<file path="config.mk">
export PLATFORM = sky130hd
export DESIGN_NAME = aesc_ram
export DESIGN_NICKNAME = d
export VERILOG_FILES = /design/src/rtl/aesc_ram.sv
export SDC_FILE = /design/constraint.sdc
export NUM_CORES = 1
export LEC_CHECK = 0
export CORE_ASPECT_RATIO = 0.6
export CORE_UTILIZATION = 30
export DETAILED_ROUTE_END_ITERATION = 8
export DONT_BUFFER_PORTS = 1
export GPL_ROUTABILITY_DRIVEN = 1
export PLACE_DENSITY_LB_ADDON = 0.3
export SETUP_SLACK_MARGIN = 0.02
export SYNTH_ARGS = -nofsm -noshare
export SYNTH_HDL_FRONTEND = slang
export SYNTH_SLANG_ARGS = --single-unit
</file>
<file path="constraint.sdc">
create_clock -name i_clk -period 5.55 [get_ports i_clk]
set_clock_uncertainty 0.15 [all_clocks]
set_input_delay 1.11 -clock i_clk [delete_from_list [all_inputs] [get_ports i_clk]]
set_output_delay 1.11 -clock i_clk [all_outputs]
set_load 0.03 [all_outputs]
</file>
<file path="src/rtl/aesc_ram.sv">
// Generic single-write, single-read RAM with a registered read port.
// No dependencies.
module aesc_ram #(
    parameter int WIDTH = 32,
    parameter int DEPTH = 16
) (
    input  logic                     i_clk,
    input  logic                     i_we,
    input  logic [$clog2(DEPTH)-1:0] i_waddr,
    input  logic [WIDTH-1:0]         i_wdata,
    input  logic [$clog2(DEPTH)-1:0] i_raddr,
    output logic [WIDTH-1:0]         o_rdata
);
    logic [WIDTH-1:0] r_mem [DEPTH];
    logic [WIDTH-1:0] r_rdata;

    // Write and registered read.
    always_ff @(posedge i_clk) begin
        if (i_we) begin
            r_mem[i_waddr] <= i_wdata;
        end
        r_rdata <= r_mem[i_raddr];
    end

    assign o_rdata = r_rdata;
endmodule

</file>
==> impl_results.md <==
- Outcome: completed
- PostCTS Resize Cnt: 0
- CP peak stage delay: 0.87 ns
- Hold_ws: 0.482 ns
- # hold bufs at CTS: 0
- Initial Utilization: between 30% and 40%
- Vias per cell: 4.87
- Clock-pin slew on the worst setup and hold paths: 0.07 ns
- Clk_lat worst skew: 0.57 ns
- WS Path Type: primary input to flip-flop
- First-pass GRT wire length: approximately 65000 microns
- Largest net degree at the start of global routing: 129
- HP Start: i_wdata[19]
- # clock sinks: 544
- Postcts setup bufs: 0
- Core area: 0.0650 sq mm
- # setup viols final: 0
- Setup TNS: 0 ns
- Nets: 903
- CP max stage cell: nor3_2
- Site Rows: 72
- Area of the multi-input gates: 0.00375 sq mm
- Worst Path Max Fanout: 14
- Antenna Diode Count: 0
- Crit path capture type: flip-flop
- Drt pass-1 iters: 5
- Max cap viols: 0
- Die ar.: between 0.06 and 0.07 sq mm
- # IOs: 74
- Worst slew pin tran: approximately 1.2 ns
- Hold WC Path Type: primary input to flip-flop
- Post-layout minimum cycle time: 2.72 ns
- Crit path depth: 3
- WP buf/inv: 1
- Worst Reg2Reg Path Length in Cells: 3
- Overflow after GRT: 0
- Post-synth top area cell: edfxtp_1
- Post-Synthesis Cells: between 800 and 900
- Drt first-iter violations: about 950
- Cell variety after synth: 18
- Fill cells: 6019
- Routed len/inst: 24.7 microns
- Antenna viol nets, final: 0
- Post-Syn Nets: 880
- Post-detail-place hpwl: 24500 microns
- Die Ht: 201 microns
- CP cell instances: nand3b_1 > nor3_2 > buf_4
- CP required: 5.65 ns
- Power Dens Cells: 360 mW/mm^2
- Kind of cell adding the most delay to the critical path: simple AND/OR/NAND/NOR gates
- Sequential share of the synthesized area: 80.7%
- RSZ-0062 raised after global routing: no
- Cell area after synthesis: 0.0199 sq mm
- I/O Buffers: 0
- CTS Buf Count: 46
- Die width: ~330 microns
- Area Overhead vs Synth: 13.2%
- CTS max path bufs: 3
- Routed wire length: 44200 microns
- Leakage: slightly below 7 nW
- Gp weighted congestion: 0.721
- H-Tree Depth: 2
- Top cell type's share of synthesized area: approximately 77%
- Layout Cells excl Fill: 1785
- Yosys reg bits: approximately 540
- Slew Viols, Final: 0
- Routed vias: about 8700
- Worst IR Drop VDD: approximately 0.21 mV
- Share of layout cells above drive strength 1: 25.3%
- Critical Path Source: i_waddr[2]
- Synthesized area per cell: 23.7 sq um
- Gr usage total: 13.3%
- Crit path arrival time: 2.81 ns
- # placed instances: approximately 1700
- Startpoint type of the worst setup path: primary input
- Clk root buf: clkbuf_16
- TritonCTS clock tree: built
- Cell depth of the worst min-delay path: 0
- FF+latch area: 0.0160 sq mm
- Initial antenna violation count: 0
- Fin. Hold Viols: 0
- Source of the worst register-to-register timing path: r_mem[3][10]
- Residual DRC count: 0
- Final period util: 48.9%
- Main area contributors after synthesis: edfxtp_1, mux4_2, dfxtp_1
- Synth warn: 0
- Highest Clock Rate: approximately 370 MHz
- Headroom to the max-slew limit: 17.0%
- Vias in the first global route: roughly 9100
## flip-flops by register name (all words and copies together), names as in the netlist
| signal | flops |
|---|---|
| r_mem | 512 |
| o_rdata | 32 |
## cell usage after synthesis
cell	n
edfxtp_1	512
mux4_2	128
a22oi_1	64
nand2_1	33
dfxtp_1	32
clkbuf_1	17
nor2_1	13
buf_4	11
buf_1	9
buf_2	4
nor3_1	4
buf_6	2
nand2b_1	2
nand3b_1	2
nor2b_1	2
and2_1	1
nand3_1	1
or3b_2	1
## placed cells by master, fill, tap and decap left out
cell type,n
edfxtp_1,512
mux4_2,128
a22oi_1,64
clkbuf_16,49
nand2_1,33
dfxtp_1,32
buf_4,17
clkbuf_1,15
nor2_4,13
clkinv_1,9
clkbuf_8,6
nor3_2,4
nor2b_4,2
nand3b_1,2
nand2b_1,2
clkinv_2,2
and2_2,1
nand3_1,1
or3b_2,1
clkinvlp_4,1
bufinv_16,1
clkinv_4,1
buf_12,1
## path summary, 6_finish.rpt
kind,end,slack [ns]
max,r_mem[8][0],2.83
max reg2reg,o_rdata[10],3.82
min,r_mem[7][19],0.48
min reg2reg,o_rdata[0],0.52
## logic make-up after synthesis
logic type / Yosys count / synth area share, %
flip-flops: 544 / 80.7
multiplexers: 128 / 14.5
AO/OA/AOI/OAI: 64 / 2.42
AND/OR/NAND/NOR: 59 / 1.27
buffers and inverters: 43 / 1.12
## worst register-to-register path: stages, from the launching register on
cell and delay [ns]:
edfxtp_1 0.36, mux4_2 0.48, a22oi_1 0.48, nand2_1 0.12
## metal layers
layer  part of all wire [%]  GRT usage, %  up-vias
li1                       -             -     3614
met1                     52          21.7     4785
met2                     41          17.7      247
met3                    6.6          3.39       42
met4                    1.1          2.18        0
met5                      0             0        -
## area by class of cell
class                           instances  share of cell area (%)
Tap cell                              888                    4.94
Sequential cell                       544                    71.2
Clock buffer                           70                    6.07
Timing Repair Buffer                   18                   0.657
Multi-Input combinational cell        251                    16.7
Clock inverter                         14                   0.401
## per-stage QoR
stage / power (mW) / utilization, % / setup WS (ns) / cell area (sq um)
after floorplan: 4.98 / - / 1.11 / 19900
after global placement: 5.02 / 32.4 / 2.27 / 21000
after detailed placement: 5.03 / 32.4 / 2.25 / 21000
after CTS: 8.18 / 34.6 / 2.83 / 22500
after global routing: 8.36 / 34.6 / 2.75 / 22500
final: 8.08 / 34.6 / 2.83 / 22500
## power breakdown
part	total (mW)	internal (mW)	switching, mW
sequential	4.68	4.59	0.0871
clock	3.15	1.74	1.41
combinational	0.253	0.130	0.122
total	8.08	6.46	1.62
Power figures use the tool's default switching activity.
