$ cat config.mk
export PLATFORM = sky130hd
export DESIGN_NAME = aesc_front
export DESIGN_NICKNAME = d
export VERILOG_FILES = /design/src/rtl/aesc_pkg.sv /design/src/rtl/aesc_front.sv
export SDC_FILE = /design/constraint.sdc
export NUM_CORES = 1
export LEC_CHECK = 0
export ABC_AREA = 1
export BUFFER_PORTS_ARGS = -buffer_cell sky130_fd_sc_hd__buf_2
export CORE_MARGIN = 3
export CORE_UTILIZATION = 49
export CTS_CLUSTER_DIAMETER = 120
export DETAILED_ROUTE_END_ITERATION = 12
export PLACE_DENSITY = 0.72
export SETUP_SLACK_MARGIN = 0.15
export SLEW_MARGIN = 20
export SYNTH_ARGS = -nofsm -noshare
export SYNTH_HDL_FRONTEND = slang
export SYNTH_SLANG_ARGS = --single-unit
$ cat constraint.sdc
create_clock -name i_clk -period 16.25 [get_ports i_clk]
set_input_delay 2.4375 -clock i_clk [delete_from_list [all_inputs] [get_ports i_clk]]
set_output_delay 2.4375 -clock i_clk [all_outputs]
set_load 0.02 [all_outputs]
$ cat src/rtl/aesc_pkg.sv
// Shared types, constants and the AES S-box for the counter-mode stream cipher.
// No dependencies; aesc_front, aesc_keyexp, aesc_core and the top level import this package.
package aesc_pkg;

    // Number of IV bytes at the top of the counter block; the rest is the counter.
    localparam int IV_BYTES = 12;
    localparam int CTR_BITS = (16 - IV_BYTES) * 8;
    localparam logic [63:0] CTR_MASK = (CTR_BITS >= 64) ? {64{1'b1}} :
                                       ((64'd1 << CTR_BITS) - 64'd1);

    // Round key storage: four banks, one per column, one row per round.
    localparam int RK_ROWS  = 15;
    localparam int RK_AW    = $clog2(RK_ROWS);

    // Configuration register indexes.
    localparam logic [2:0] REG_KEY0     = 3'd0;
    localparam logic [2:0] REG_KEY1     = 3'd1;
    localparam logic [2:0] REG_KEY2     = 3'd2;
    localparam logic [2:0] REG_KEY3     = 3'd3;
    localparam logic [2:0] REG_KEY_SIZE = 3'd4;
    localparam logic [2:0] REG_ENABLE   = 3'd5;

    // Key size codes.
    localparam logic [1:0] KS_128 = 2'd0;
    localparam logic [1:0] KS_192 = 2'd1;

    // Input item kinds.
    localparam logic KIND_START = 1'b0;

    typedef struct packed {
        logic        kind;
        logic [63:0] iv_high;
        logic [31:0] iv_low;
        logic [7:0]  data_byte;
        logic        last_in;
    } t_item;

    // Round key write port from the expansion sequencer to the storage banks.
    typedef struct packed {
        logic             we;
        logic [1:0]       bank;
        logic [RK_AW-1:0] addr;
        logic [31:0]      data;
    } t_rk_wr;

    typedef enum logic [1:0] {
        CS_IDLE,
        CS_KEY0,
        CS_ROUND
    } t_core_state;

    localparam logic [7:0] SBOX [256] = '{
        8'h63,8'h7c,8'h77,8'h7b,8'hf2,8'h6b,8'h6f,8'hc5,8'h30,8'h01,8'h67,8'h2b,8'hfe,8'hd7,8'hab,8'h76,
        8'hca,8'h82,8'hc9,8'h7d,8'hfa,8'h59,8'h47,8'hf0,8'had,8'hd4,8'ha2,8'haf,8'h9c,8'ha4,8'h72,8'hc0,
        8'hb7,8'hfd,8'h93,8'h26,8'h36,8'h3f,8'hf7,8'hcc,8'h34,8'ha5,8'he5,8'hf1,8'h71,8'hd8,8'h31,8'h15,
        8'h04,8'hc7,8'h23,8'hc3,8'h18,8'h96,8'h05,8'h9a,8'h07,8'h12,8'h80,8'he2,8'heb,8'h27,8'hb2,8'h75,
        8'h09,8'h83,8'h2c,8'h1a,8'h1b,8'h6e,8'h5a,8'ha0,8'h52,8'h3b,8'hd6,8'hb3,8'h29,8'he3,8'h2f,8'h84,
        8'h53,8'hd1,8'h00,8'hed,8'h20,8'hfc,8'hb1,8'h5b,8'h6a,8'hcb,8'hbe,8'h39,8'h4a,8'h4c,8'h58,8'hcf,
        8'hd0,8'hef,8'haa,8'hfb,8'h43,8'h4d,8'h33,8'h85,8'h45,8'hf9,8'h02,8'h7f,8'h50,8'h3c,8'h9f,8'ha8,
        8'h51,8'ha3,8'h40,8'h8f,8'h92,8'h9d,8'h38,8'hf5,8'hbc,8'hb6,8'hda,8'h21,8'h10,8'hff,8'hf3,8'hd2,
        8'hcd,8'h0c,8'h13,8'hec,8'h5f,8'h97,8'h44,8'h17,8'hc4,8'ha7,8'h7e,8'h3d,8'h64,8'h5d,8'h19,8'h73,
        8'h60,8'h81,8'h4f,8'hdc,8'h22,8'h2a,8'h90,8'h88,8'h46,8'hee,8'hb8,8'h14,8'hde,8'h5e,8'h0b,8'hdb,
        8'he0,8'h32,8'h3a,8'h0a,8'h49,8'h06,8'h24,8'h5c,8'hc2,8'hd3,8'hac,8'h62,8'h91,8'h95,8'he4,8'h79,
        8'he7,8'hc8,8'h37,8'h6d,8'h8d,8'hd5,8'h4e,8'ha9,8'h6c,8'h56,8'hf4,8'hea,8'h65,8'h7a,8'hae,8'h08,
        8'hba,8'h78,8'h25,8'h2e,8'h1c,8'ha6,8'hb4,8'hc6,8'he8,8'hdd,8'h74,8'h1f,8'h4b,8'hbd,8'h8b,8'h8a,
        8'h70,8'h3e,8'hb5,8'h66,8'h48,8'h03,8'hf6,8'h0e,8'h61,8'h35,8'h57,8'hb9,8'h86,8'hc1,8'h1d,8'h9e,
        8'he1,8'hf8,8'h98,8'h11,8'h69,8'hd9,8'h8e,8'h94,8'h9b,8'h1e,8'h87,8'he9,8'hce,8'h55,8'h28,8'hdf,
        8'h8c,8'ha1,8'h89,8'h0d,8'hbf,8'he6,8'h42,8'h68,8'h41,8'h99,8'h2d,8'h0f,8'hb0,8'h54,8'hbb,8'h16
    };

    function automatic logic [7:0] sub_byte(input logic [7:0] x);
        return SBOX[x];
    endfunction

    function automatic logic [31:0] sub_word(input logic [31:0] w);
        return {sub_byte(w[31:24]), sub_byte(w[23:16]), sub_byte(w[15:8]), sub_byte(w[7:0])};
    endfunction

    // Number of rounds; any code other than 128 or 192 is treated as a 256-bit key.
    function automatic logic [3:0] num_rounds(input logic [1:0] ks);
        logic [3:0] nr;
        case (ks)
            KS_128:  nr = 4'd10;
            KS_192:  nr = 4'd12;
            default: nr = 4'd14;
        endcase
        return nr;
    endfunction

endpackage

$ cat src/rtl/aesc_front.sv
// Front end: accepts input transactions and holds them in a two-entry queue.
// Depends on aesc_pkg for the item type.
module aesc_front (
    input  logic            i_clk,
    input  logic            i_rst_n,
    input  logic            i_valid,
    output logic            o_ready,
    input  aesc_pkg::t_item i_item,
    output logic            o_q_valid,
    output aesc_pkg::t_item o_q_item,
    input  logic            i_pop
);
    import aesc_pkg::*;

    t_item      r_q [2];
    logic       r_wp, r_rp;
    logic [1:0] r_cnt;
    logic       push, pop;

    assign o_ready   = (r_cnt != 2'd2);
    assign o_q_valid = (r_cnt != 2'd0);
    assign o_q_item  = r_q[r_rp];
    assign push      = i_valid && o_ready;
    assign pop       = i_pop && o_q_valid;

    // Queue storage.
    always_ff @(posedge i_clk) begin
        if (push) begin
            r_q[r_wp] <= i_item;
        end
    end

    // Pointers and fill count.
    always_ff @(posedge i_clk) begin
        if (!i_rst_n) begin
            r_wp  <= 1'b0;
            r_rp  <= 1'b0;
            r_cnt <= 2'd0;
        end else begin
            if (push) begin
                r_wp <= ~r_wp;
            end
            if (pop) begin
                r_rp <= ~r_rp;
            end
            case ({push, pop})
                2'b10:   r_cnt <= r_cnt + 2'd1;
                2'b01:   r_cnt <= r_cnt - 2'd1;
                default: r_cnt <= r_cnt;
            endcase
        end
    end
endmodule

==> results of run 1 <==
how the worst min path moves through the flow:
stage | to | cells after the start | from
2_1_floorplan | register | 2 | r_rp$_SDFFE_PN0P_
3_3_place_gp | r_rp$_SDFFE_PN0P_ | 2 | r_rp$_SDFFE_PN0P_
3_5_place_dp | register | 2 | r_rp$_SDFFE_PN0P_
4_1_cts | register | 2 | r_rp$_SDFFE_PN0P_
5_1_grt | register | 2 | r_rp$_SDFFE_PN0P_
6_report | register | 2 | r_rp$_SDFFE_PN0P_
synth_stat cells (all sizes together):
library cell / count
buf: 12
nand2: 10
nor2: 10
inv: 5
nand3: 1
o21ai: 1
edfxtp: 212
o21a: 1
mux2: 106
ha: 1
dfxtp: 5
a21oi: 1
nand4: 1
flip-flops by register name, summed over array words and instances (netlist names), named ones only:
name / flops
r_q: 212
r_cnt: 2
r_rp: 1
r_wp: 1
where the power goes:
part           internal [mW]  switching, mW  leakage (nW)
Clock                  0.284          0.186         0.338
Combinational          0.129          0.178          1.49
Sequential             0.687         0.0279          2.02
cell families (layout without fill, tap and decap cells):
| group | Yosys count | after routing |
|---|---|---|
| buf+inv | 17 | 267 |
| flops | 217 | 217 |
| simple gates | 22 | 22 |
| mux | 106 | 106 |
| fa+ha+maj | 1 | 1 |
| other cells | 0 | 1 |
| compound gates | 3 | 3 |
worst reg2reg max path, delay by kind of cell (launching register included):
family | cells | cell delay (ns)
simple gates | 3 | 0.38
buf+inv | 3 | 1.33
flops | 1 | 0.38
area by class of cell:
cell class                 instances  area [µm²]
inverter                           5       18.77
multi-input combinational        132        1475
sequential                       217        6470
tap                              216       270.3
fill                            1195        5951
clock inverter                     7       56.30
antenna                            1       2.502
timing repair buffer             222        1124
clock buffer                      33       633.1
layout by cell type (no fill, tap or decap), drive strengths merged:
| master | n |
|---|---|
| nand2 | 10 |
| clkinv | 6 |
| nor2 | 10 |
| o21a | 1 |
| nand3 | 1 |
| a21oi | 1 |
| diode | 1 |
| nand4 | 1 |
| dfxtp | 5 |
| ha | 1 |
| inv | 5 |
| mux2 | 106 |
| clkbuf | 33 |
| o21ai | 1 |
| buf | 222 |
| edfxtp | 212 |
| bufinv | 1 |
layer usage:
layer	up-vias	routed length [µm]	part of all wire
met2	167	7296	0.49
met1	2004	6076	0.41
li1	1911	-	-
met5	-	0	0
met4	0	282	0.019
met3	24	1172	0.079
==> results by stage, run 1 <==
Global routing:
- The number of global-route vias before repair is 4,271.
- The layer flagged by global routing as most heavily used is met2.
- In the global route stage, overall resource usage came out at 0.1582.
- The met3 track demand over resource is 0.04576.
- The first global-routing pass estimated 22.47 mm of wire.
- The pin count of the biggest net entering global routing is 69.
- The initial antenna violation count is 1.
- For this run, global-route usage on met1 was measured as 0.2083.
- For this run, global-route usage on met2 was measured as 0.2619.
- After global routing the overflow that remains totals 0.

Floorplan:
- 218 I/O pins were placed.
- The floorplan step set the die height to 134.1 µm.
- The initialized floorplan defines 46 standard-cell rows.
- Measured along the x axis, the die boundary spans 134.1 µm.
- The initial core utilization is 0.5027.
- The die covers 17,990 µm².
- The core region is 16,000 µm².

Routing:
- The remaining antenna violation count is 0.
- After detailed routing, the number of remaining DRC violations is 0.
- The average vias per placed instance is 4.929.
- The first routing iteration left 221 violations.
- Wires add up to 14.83 mm.
- The wire length per cell is 17.80 µm.
- The overall via count from detail_route is 4,106.
- The total iterations of the first detailed-routing run is 4.

Placed design:
- The instance count after placement with tap cells included is 792.
- Summed over all nets, the half-perimeter wirelength after detailed placement is 9.862 mm.
- Routability-driven placement finished with a final weighted congestion of 0.7471.
- Timing analysis after detailed placement gives a worst setup slack of 11.53 ns.
- The count of buffers added on input and output ports is 217.
- The area of placed instances is 9358 µm².

Worst setup path:
- The stage delay of the slowest cell on the critical path is 0.85 ns.
- The critical path depth is 3.
- On the critical path, the stage with the largest delay is an instance of sky130_fd_sc_hd__dfxtp_4.
- The register-to-register path setup slack is 13.70 ns.
- The end point of the critical path is o_q_item[40].
- The terminus of the critical flop-to-flop path is r_q[1][61]$_DFFE_PP_.
- The top cell family by delay on the critical path is buffers and inverters.
- The nature of the critical path startpoint is a register.
- Data arrives at the worst endpoint at 2.76 ns.
- The critical path contains buffers and inverters numbering 2 combined.
- The worst register-to-register path begins at r_cnt[0]$_SDFFE_PN0P_.
- The category of the critical setup timing path is reg -> out.
- STA puts the critical path data required time at 13.81 ns.
- Walking the worst path, the cells encountered are buf_4 -> mux2_2 -> buf_2.
- STA classifies the critical path endpoint as an output pin.
- Of all nets on the critical path, the largest fanout is 54.
- The count of cells along the worst register-to-register path is 6.

Logic synthesis:
- Synthesis instantiated 15 different standard cells from the library.
- The main combinational cell family by area after synthesis is multiplexers.
- The share of the Yosys chip area taken by registers is 0.8040.
- The post-synthesis instance total is 366.
- The share of cell area taken by muxes after synthesis is 0.1671.
- Of the total synthesized cell area, the portion taken by full adders, half adders and majority gates is 0.001556.
- Synthesis produced a netlist with a net count of 477.
- The post-synthesis sequential element count is 217.
- The post-synthesis compound-gate area fraction is 0.002178.
- The cell area that synthesis handed to floorplanning was 8043 µm².
- The biggest area contributor in the post-synthesis netlist is sky130_fd_sc_hd__edfxtp_1.
- In this run the mean area of a mapped cell was 21.97 µm².
- Of the total synthesized cell area, the portion taken by XOR and XNOR cells is 0.
- The proportion of netlist area held by the largest area contributor is 0.7915.
- The simple-gate area share of the yosys netlist is 0.01073.
- Sorting the synthesized cells by area gives the leading types as sky130_fd_sc_hd__edfxtp_1 79%, sky130_fd_sc_hd__mux2_2 9.2%, sky130_fd_sc_hd__mux2_4 7.5%.
- Yosys printed 0 warnings.

Clocking:
- The number of sinks driven by the clock tree is 217.
- The cts-stage hold buffer count is 0.
- TritonCTS built the clock tree.
- The number of buffers inserted during clock tree synthesis is 22.
- Post-CTS repair changed the size of 0 cells.
- The clock latency on the worst-skew pair is 0.48 ns.
- The number of buffers inserted by post-CTS setup repair is 0.
- The cell at the root of the clock tree is sky130_fd_sc_hd__clkbuf_16.
- CTS built an H-tree with a depth of 1.
- The clock tree buffer depth is 3.
- The clock transition time at the flip-flop clock pins of the worst setup and hold paths is 0.06 ns.

STA:
- Setup repair after global routing left no endpoint under its margin.
- The final hold violation count is 0.
- The worst setup skew after layout is 0.008687 ns.
- Once routing completed, OpenROAD measured the worst setup slack at 11.05 ns.
- Of the available clock period, the critical path in the final layout requires 0.3200.
- The worst-case hold slack is 0.4934 ns.
- The minimum clock period is 5.201 ns.
- The headroom to the max-slew limit is 0.3974.
- For this run, the top clock speed supported by timing is 192.3 MHz.
- The slew at the pin closest to its max-slew limit is 0.9039 ns.
- The aggregate negative setup slack is 0 ns.
- Setup violations remaining at the end of the flow were counted as 0.
- The number of pins exceeding their max-slew limit in the final report is 0.

Flow run:
- The reported max-cap violation count is 0.

Cells and area:
- The share of final-layout standard cells stronger than drive strength 1 is 0.5844.
- The final instance area is 10,050 µm².
- For this run, the post-layout net count is 711.
- The final non-filler cell total is 833.
- The area growth from synthesis to layout is 24.95%.
- The final cell utilization of the core is 0.6281.

Power:
- The analysis attributes to cell leakage a power of 3.850 nW.
- IR analysis of the VDD net gives a maximum drop of 0.0001208 V.
- The total power per unit cell area is 148.5 nW/µm².
- Overall power consumption after layout is estimated at 1.493 mW.

Run status:
- The run finished with clean final reports.

Min path:
- The path type of the worst min-delay path is reg -> reg.
Note: power is estimated with default switching activity, not from simulation.
==> inputs of run 2 (changes only) <==
Clock period 16.25 ns to 5.3 ns, I/O delays scaled along.
==> run 2 against run 1 <==
- power rose to 3.0 times the previous value
- critical path type unchanged
- flip-flop and latch count is the same
- critical path depth unchanged
==> results by stage, run 2 (synthesis gave the netlist of run 1 again) <==
Run status:
- The run finished with clean final reports.

Cells and area:
- The number of flip-flops under the largest register name is 212 (unchanged).
- The register area was 6470 µm² (unchanged).
- The number of filler cells placed in the layout is 1,196 (+0.084%).
- The library cells used most frequently in the layout, excluding fill and tap cells, are 217 x sky130_fd_sc_hd__buf_2, 212 x sky130_fd_sc_hd__edfxtp_1, 66 x sky130_fd_sc_hd__mux2_2, 40 x sky130_fd_sc_hd__mux2_4, 23 x sky130_fd_sc_hd__clkbuf_16.
- The number of antenna cells inserted is 0 (-1).
- The area of the multi-input gates is 1475 µm² (unchanged).
- The post-layout net count is 712 (+0.14%).
- The final non-filler cell total came to 830 (-0.36%).
- Leaving out fill and tap cells, the most frequent cell in the layout is sky130_fd_sc_hd__buf_2.
- In the final layout, the registers with the most flip-flops are r_q x212, r_cnt x2.
- Counting flops per register, the top entry is r_q.
- Compared with the post-synthesis result, the final layout area differs by 24.33%.
- The share of final-layout standard cells stronger than drive strength 1 is 0.5863 (+0.001904).

Power:
- The total power per unit cell area is 450.5 nW/µm² (+200%).
- The worst voltage drop across the vdd grid is 0.0003149 V (+160%).
- The cell leakage power is 3.833 nW (-0.43%).
- The total power consumption of the routed design came to 4.505 mW (+200%).

Worst setup path:
- The top cell family by delay on the critical path is flip-flops.
- In this run the critical register-to-register path is launched from r_cnt[0]$_SDFFE_PN0P_.
- The critical path depth is 3 (unchanged).
- The stage delay of the slowest cell on the critical path is 1.01 ns (+0.16 ns).
- The largest individual stage delay along the critical path comes from the cell sky130_fd_sc_hd__dfxtp_4.
- The maximum fanout encountered on the critical timing path was 69 (+28%).
- The register-to-register path setup slack is 2.65 ns (-11.05 ns).
- The end point of the critical path is o_q_item[49].
- The terminus of the critical flop-to-flop path is r_q[1][42]$_DFFE_PP_.
- The count of cells along the worst register-to-register path came to 5 (-1).
- The worst endpoint data arrival time was 2.53 ns (-0.23 ns).
- The worst setup path is of the reg -> out kind.
- The worst setup path is launched from a register.
- The critical path goes through buf_4 -> mux2_2 -> buf_2.
- The data required time of the critical path is 4.51 ns (-9.30 ns).
- The worst setup path is captured at an output pin.
- The sum of buffers and inverters on the critical path is 2 (unchanged).

Clocking:
- The number of buffers inserted by post-CTS setup repair is 0 (unchanged).
- The clock latency on the worst-skew pair came to 0.49 ns (about the same).
- The number of buffers inserted during clock tree synthesis is 22 (unchanged).
- The cell at the root of the clock tree is sky130_fd_sc_hd__clkbuf_16.
- The CTS tree is built.
- The clock transition time at the flip-flop clock pins of the worst setup and hold paths is 0.06 ns (about the same).
- The H-tree level count was 1 (unchanged).
- The cts-stage hold buffer count is 0 (unchanged).
- The post-cts resize count is 0 (unchanged).
- The number of sinks driven by the clock tree is 217 (unchanged).
- The clock tree buffer depth is 3 (unchanged).

STA:
- The count of endpoints failing setup in the final report is 0 (unchanged).
- The number of pins exceeding their max-slew limit in the final report is 0 (unchanged).
- Based on the critical path, the design can be clocked at up to 300.4 MHz.
- The worst setup skew after layout is 0.01444 ns (+0.005757 ns).
- The worst-case hold slack is 0.4891 ns (-0.004310 ns).
- In the finished design, the share of the clock period the worst path needs comes to 0.6280.
- The worst path needs 3.328 ns of the cycle, external delays included.
- The slew at the pin closest to its max-slew limit was 1.036 ns (+0.1324 ns).
- Setup repair after global routing left no endpoint under its margin.
- The final hold violation count is 0 (unchanged).
- The aggregate negative setup slack is 0 ns (unchanged).
- The headroom to the max-slew limit came to 0.3091 (-0.08827).

Global routing:
- The global-route wire length before repair is 22.71 mm (+1.0%).
- The number of global-route vias before repair came to 4,317 (+1.1%).
- The initial antenna violation count is 2 (+1).
- The pin count of the biggest net entering global routing is 70 (+1.4%).
- The sum of overflow across all layers after global routing came to 0 (unchanged).
- The overall track demand over capacity in global routing came to 0.1609 (+0.002756).

Placed design:
- The final RePlAce weighted congestion was 0.7228 (-3.3%).
- The number of buffers added on ports is 217 (unchanged).
- The instance count after placement with tap cells included is 793 (+0.13%).
- The detailed placer's ending HPWL is 10.18 mm (+3.2%).

Min path:
- The min-delay analysis places its worst path in the category in -> reg.

Floorplan:
- The initial core utilization is 0.5027 (unchanged).
- The core area is 16,000 µm² (unchanged).
- The horizontal die dimension is 134.1 µm (unchanged).
- The full die area is 17,990 µm² (unchanged).
- The count of standard-cell rows is 46 (unchanged).
- The die height is 134.1 µm (unchanged).
- The number of top-level pins is 218 (unchanged).

Routing:
- The average vias per placed instance is 4.951 (+0.43%).
- The overall via count from detail_route is 4,109 (+0.073%).
- The detailed-route DRC error count is 0 (unchanged).
- The final wirelength came to 15.06 mm (+1.6%).
- The violation count after the first detailed-routing iteration is 225 (+1.8%).
- The remaining antenna violation count is 0 (unchanged).
- The total iterations of the first detailed-routing run came to 6 (+2).
- The wire length per cell came to 18.14 µm (+1.9%).

Flow run:
- The reported max-cap violation count came to 0 (unchanged).
run 2: cell count changes in the layout (fill, tap and decap cells not counted), sizes merged:
cell    change
clkinv      +5
bufinv      -1
buf         +1
clkbuf      -7
diode       -1
run 2: where the power goes:
| group | internal (mW) | switching, mW |
|---|---|---|
| clock | 0.782 | 0.582 |
| sequential | 2.10 | 0.0935 |
| combinational | 0.399 | 0.544 |
run 2: layout make-up:
class	count	share of cell area
Multi-Input combinational cell	132	0.1475
Clock inverter	11	0.004755
Timing Repair Buffer	223	0.1131
Tap cell	216	0.02703
Inverter	5	0.001877
Clock buffer	26	0.05868
Sequential cell	217	0.6470
run 2: per-stage QoR:
step	setup slack (ns)	utilization	cell area, µm²
2_1_floorplan	1.168	-	8048
3_3_place_gp	2.326	0.5853	9365
3_5_place_dp	2.268	0.5853	9365
4_1_cts	1.879	0.6250	10000
5_1_grt	1.803	0.6250	10000
6_report	1.972	0.6250	10000
run 2: worst min path at each step:
stage	start	end	slack (ns)	cells past startpoint
after global placement	r_rp$_SDFFE_PN0P_	r_rp$_SDFFE_PN0P_	0.47	2
after detailed placement	r_rp$_SDFFE_PN0P_	register	0.50	2
final	i_item[93]	r_q[1][93]$_DFFE_PP_	0.49	1
after CTS	i_item[93]	r_q[1][93]$_DFFE_PP_	0.47	1
after floorplan	r_rp$_SDFFE_PN0P_	register	0.45	2
after global routing	i_item[53]	r_q[1][53]$_DFFE_PP_	0.47	1
run 2: metal layers:
metal,GRT usage,vias to the layer above,part of all wire,routed length [µm]
li1,-,1907,-,-
met1,0.2181,1987,0.41,6192
met2,0.2600,182,0.48,7192
met3,0.04614,29,0.091,1377
met4,0.04299,4,0.017,263
met5,0,-,0.0023,34
==> inputs of run 3 (changes only) <==
Settings changed: CORE_UTILIZATION 49 to 47, PLACE_DENSITY 0.72 to 0.73.
Clock period 5.3 ns to 2.9 ns, I/O delays scaled along.
==> run 3 against run 2 <==
- cell area grew 1.3%
- die area grew 4.1%
- first-iteration DRC count grew 6.7%
- sequential share of layout area shrank 0.83 points
- hold slack lost 0.35 ns
- core utilization shrank 1.6 points
- cell count grew 1.1%
- setup slack lost 1.5 ns
- critical endpoint is now o_q_item[39]
- largest cell class unchanged
- highest routed layer is now met4
==> results by stage, run 3 (synthesis gave the netlist of run 1 again) <==
Worst setup path:
- The top cell family by delay on the critical path is flip-flops.
- The data required time of the critical path was 2.47 ns (-2.04 ns).
- The sum of buffers and inverters on the critical path came to 2 (unchanged).
- The register-to-register path setup slack is 1.21 ns (-1.44 ns).
- Traced cell by cell, the critical path runs through buf_12 -> mux2_2 -> buf_2.
- The worst endpoint data arrival time is 2.02 ns (-0.51 ns).
- The stage delay of the slowest cell on the critical path is 0.60 ns (-0.41 ns).
- The nature of the critical path startpoint is a register.
- The count of cells along the worst register-to-register path is 5 (unchanged).
- The maximum fanout encountered on the critical timing path is 43 (-38%).
- The worst-path cell with the longest stage delay is sky130_fd_sc_hd__dfxtp_4.
- The endpoint identified for the worst register-to-register timing path is r_q[1][81]$_DFFE_PP_.
- The startpoint of the most critical register-to-register path is r_cnt[0]$_SDFFE_PN0P_.
- By startpoint and endpoint, the worst setup path is classified as reg -> out.
- The worst setup path is captured at an output pin.

Min path:
- The number of cells on the worst hold path is 1 (unchanged).
- The startpoint of the worst hold path is i_item[27].
- The worst hold path belongs to the class in -> reg.
- The worst hold endpoint is r_q[0][27]$_DFFE_PP_.

Clocking:
- The clock latency on the worst-skew pair is 0.48 ns (about the same).
- The post-cts resize count came to 0 (unchanged).
- The number of sinks driven by the clock tree was 217 (unchanged).
- The CTS tree is built.
- The cell at the root of the clock tree is sky130_fd_sc_hd__clkbuf_16.
- The clock tree buffer depth is 3 (unchanged).
- The clock transition time at the flip-flop clock pins of the worst setup and hold paths was 0.06 ns (about the same).
- The number of buffers inserted by post-CTS setup repair is 0 (unchanged).
- The H-tree level count is 1 (unchanged).
- The cts-stage hold buffer count is 0 (unchanged).
- The number of buffers inserted during clock tree synthesis is 22 (unchanged).

STA:
- The post-layout worst setup margin is 0.4468 ns (-1.525 ns).
- Derived from the worst setup path, the maximum achievable clock frequency is 407.6 MHz.
- The final hold violation count is 0 (unchanged).
- The count of endpoints failing setup in the final report is 0 (unchanged).
- In the finished design, the share of the clock period the worst path needs comes to 0.8459.
- The aggregate negative setup slack is 0 ns (unchanged).
- Setup repair after global routing left no endpoint under its margin.
- The worst-case hold slack is 0.1386 ns (-0.3505 ns).
- The worst setup skew after layout is 0.01063 ns (-0.003814 ns).
- The slew at the pin closest to its max-slew limit is 0.5319 ns (-0.5044 ns).
- Subtracting the final worst setup slack from the clock period gives 2.453 ns.
- The headroom to the max-slew limit is 0.6454 (+0.3363).
- The number of pins exceeding their max-slew limit in the final report is 0 (unchanged).

Global routing:
- The global-route wire length before repair is 21.88 mm (-3.6%).
- The pin count of the biggest net entering global routing was 71 (+1.4%).
- The overall track demand over capacity in global routing came to 0.1495 (-0.01140).
- The initial antenna violation count is 1 (-1).
- The sum of overflow across all layers after global routing is 0 (unchanged).
- The number of global-route vias before repair is 4,413 (+2.2%).

Cells and area:
- The final non-filler cell total came to 839 (+1.1%).
- Leaving out fill and tap cells, the most frequent cells in the layout are 217 x sky130_fd_sc_hd__buf_2, 212 x sky130_fd_sc_hd__edfxtp_1, 66 x sky130_fd_sc_hd__mux2_2, 40 x sky130_fd_sc_hd__mux2_4, 23 x sky130_fd_sc_hd__clkbuf_16.
- The final instance area is 10,130 µm² (+1.3%).
- In the final layout, the registers with the most flip-flops are r_q x212, r_cnt x2.
- The register with the most flip-flops is r_q.
- The area growth from synthesis to layout is 25.95%.
- The register area was 6470 µm² (unchanged).
- The number of filler cells placed in the layout is 1,213 (+1.4%).
- The post-layout net count was 712 (unchanged).
- The share of final-layout standard cells stronger than drive strength 1 is 0.5916 (+0.005253).
- The area of the multi-input gates is 1480 µm² (+0.34%).
- The number of flip-flops under the largest register name is 212 (unchanged).
- The library cell used most frequently in the layout, excluding fill and tap cells, is sky130_fd_sc_hd__buf_2.

Floorplan:
- The count of standard-cell rows is 47 (+2.2%).
- The die height is 136.8 µm (+2.0%).
- The full die area was 18,720 µm² (+4.1%).
- The core area is 16,640 µm² (+4.0%).
- The number of top-level pins is 218 (unchanged).
- The horizontal die dimension is 136.8 µm (+2.0%).
- The initial core utilization is 0.4833 (-0.01939).

Placed design:
- The final RePlAce weighted congestion was 0.7182 (-0.64%).
- The detailed placer's ending HPWL is 9.720 mm (-4.5%).
- The instance count after placement with tap cells included is 797 (+0.50%).
- The area of placed instances is 9425 µm² (+0.64%).
- The pre-CTS setup slack came to 0.9452 ns (-1.323 ns).
- The number of buffers added on ports is 217 (unchanged).

Run status:
- The run finished with clean final reports.

Routing:
- The average vias per placed instance was 4.887 (-1.3%).
- The wire length per cell is 17.39 µm (-4.2%).
- The detailed-route DRC error count came to 0 (unchanged).
- The remaining antenna violation count came to 0 (unchanged).
- The overall via count from detail_route is 4,100 (-0.22%).
- The violation count after the first detailed-routing iteration is 240 (+6.7%).
- The final wirelength is 14.59 mm (-3.1%).
- The total iterations of the first detailed-routing run is 4 (-2).

Flow run:
- The reported max-cap violation count is 0 (unchanged).

Power:
- The cell leakage power is 3.879 nW (+1.2%).
- The total power per unit cell area came to 833.0 nW/µm² (+85%).
- The worst voltage drop across the vdd grid is 0.0005059 V (+61%).
run 3: cell count changes in the layout (fill, tap and decap cells not counted), sizes merged:
cell / delta
diode: +2
clkbuf: +2
bufinv: +2
clkinv: -1
run 3: worst max-delay path by stage:
stage,startpoint,end,slack (ns),cells past startpoint
floorplan,r_cnt[0]$_SDFFE_PN0P_,r_q[1][0]$_DFFE_PP_,0.18,4
global placement,register,o_q_item[39],0.97,3
detailed placement,register,o_q_item[21],0.95,3
CTS,register,o_q_item[21],0.42,3
global route,register,o_q_item[39],0.36,3
finish,register,o_q_item[39],0.45,3
run 3: cell type report:
class / instances / area share
antenna: 2 / 0.0004941
timing repair buffer: 223 / 0.1166
multi-input combinational: 132 / 0.1461
tap: 220 / 0.02717
inverter: 5 / 0.001853
clock inverter: 12 / 0.01038
clock buffer: 28 / 0.05867
sequential: 217 / 0.6387
run 3: report_power, final:
group / total, mW / switching, mW / internal [mW]
combinational: 1.79 / 1.04 / 0.752
sequential: 3.96 / 0.117 / 3.84
clock: 2.69 / 1.06 / 1.62
run 3: metrics by stage:
stage	total power, mW	util
2_1_floorplan	5.272	-
4_1_cts	8.552	0.6084
5_1_grt	8.808	0.6085
3_5_place_dp	5.850	0.5663
6_report	8.438	0.6087
3_3_place_gp	5.803	0.5663
run 3: metal layers:
layer	share of wire	vias to the layer above	global-route usage	routed length [µm]
met1	0.39	1975	0.1789	5735
met5	0	-	0	0
met4	0.023	0	0.04989	334
met3	0.097	24	0.04596	1419
li1	-	1912	-	-
met2	0.49	189	0.2588	7099
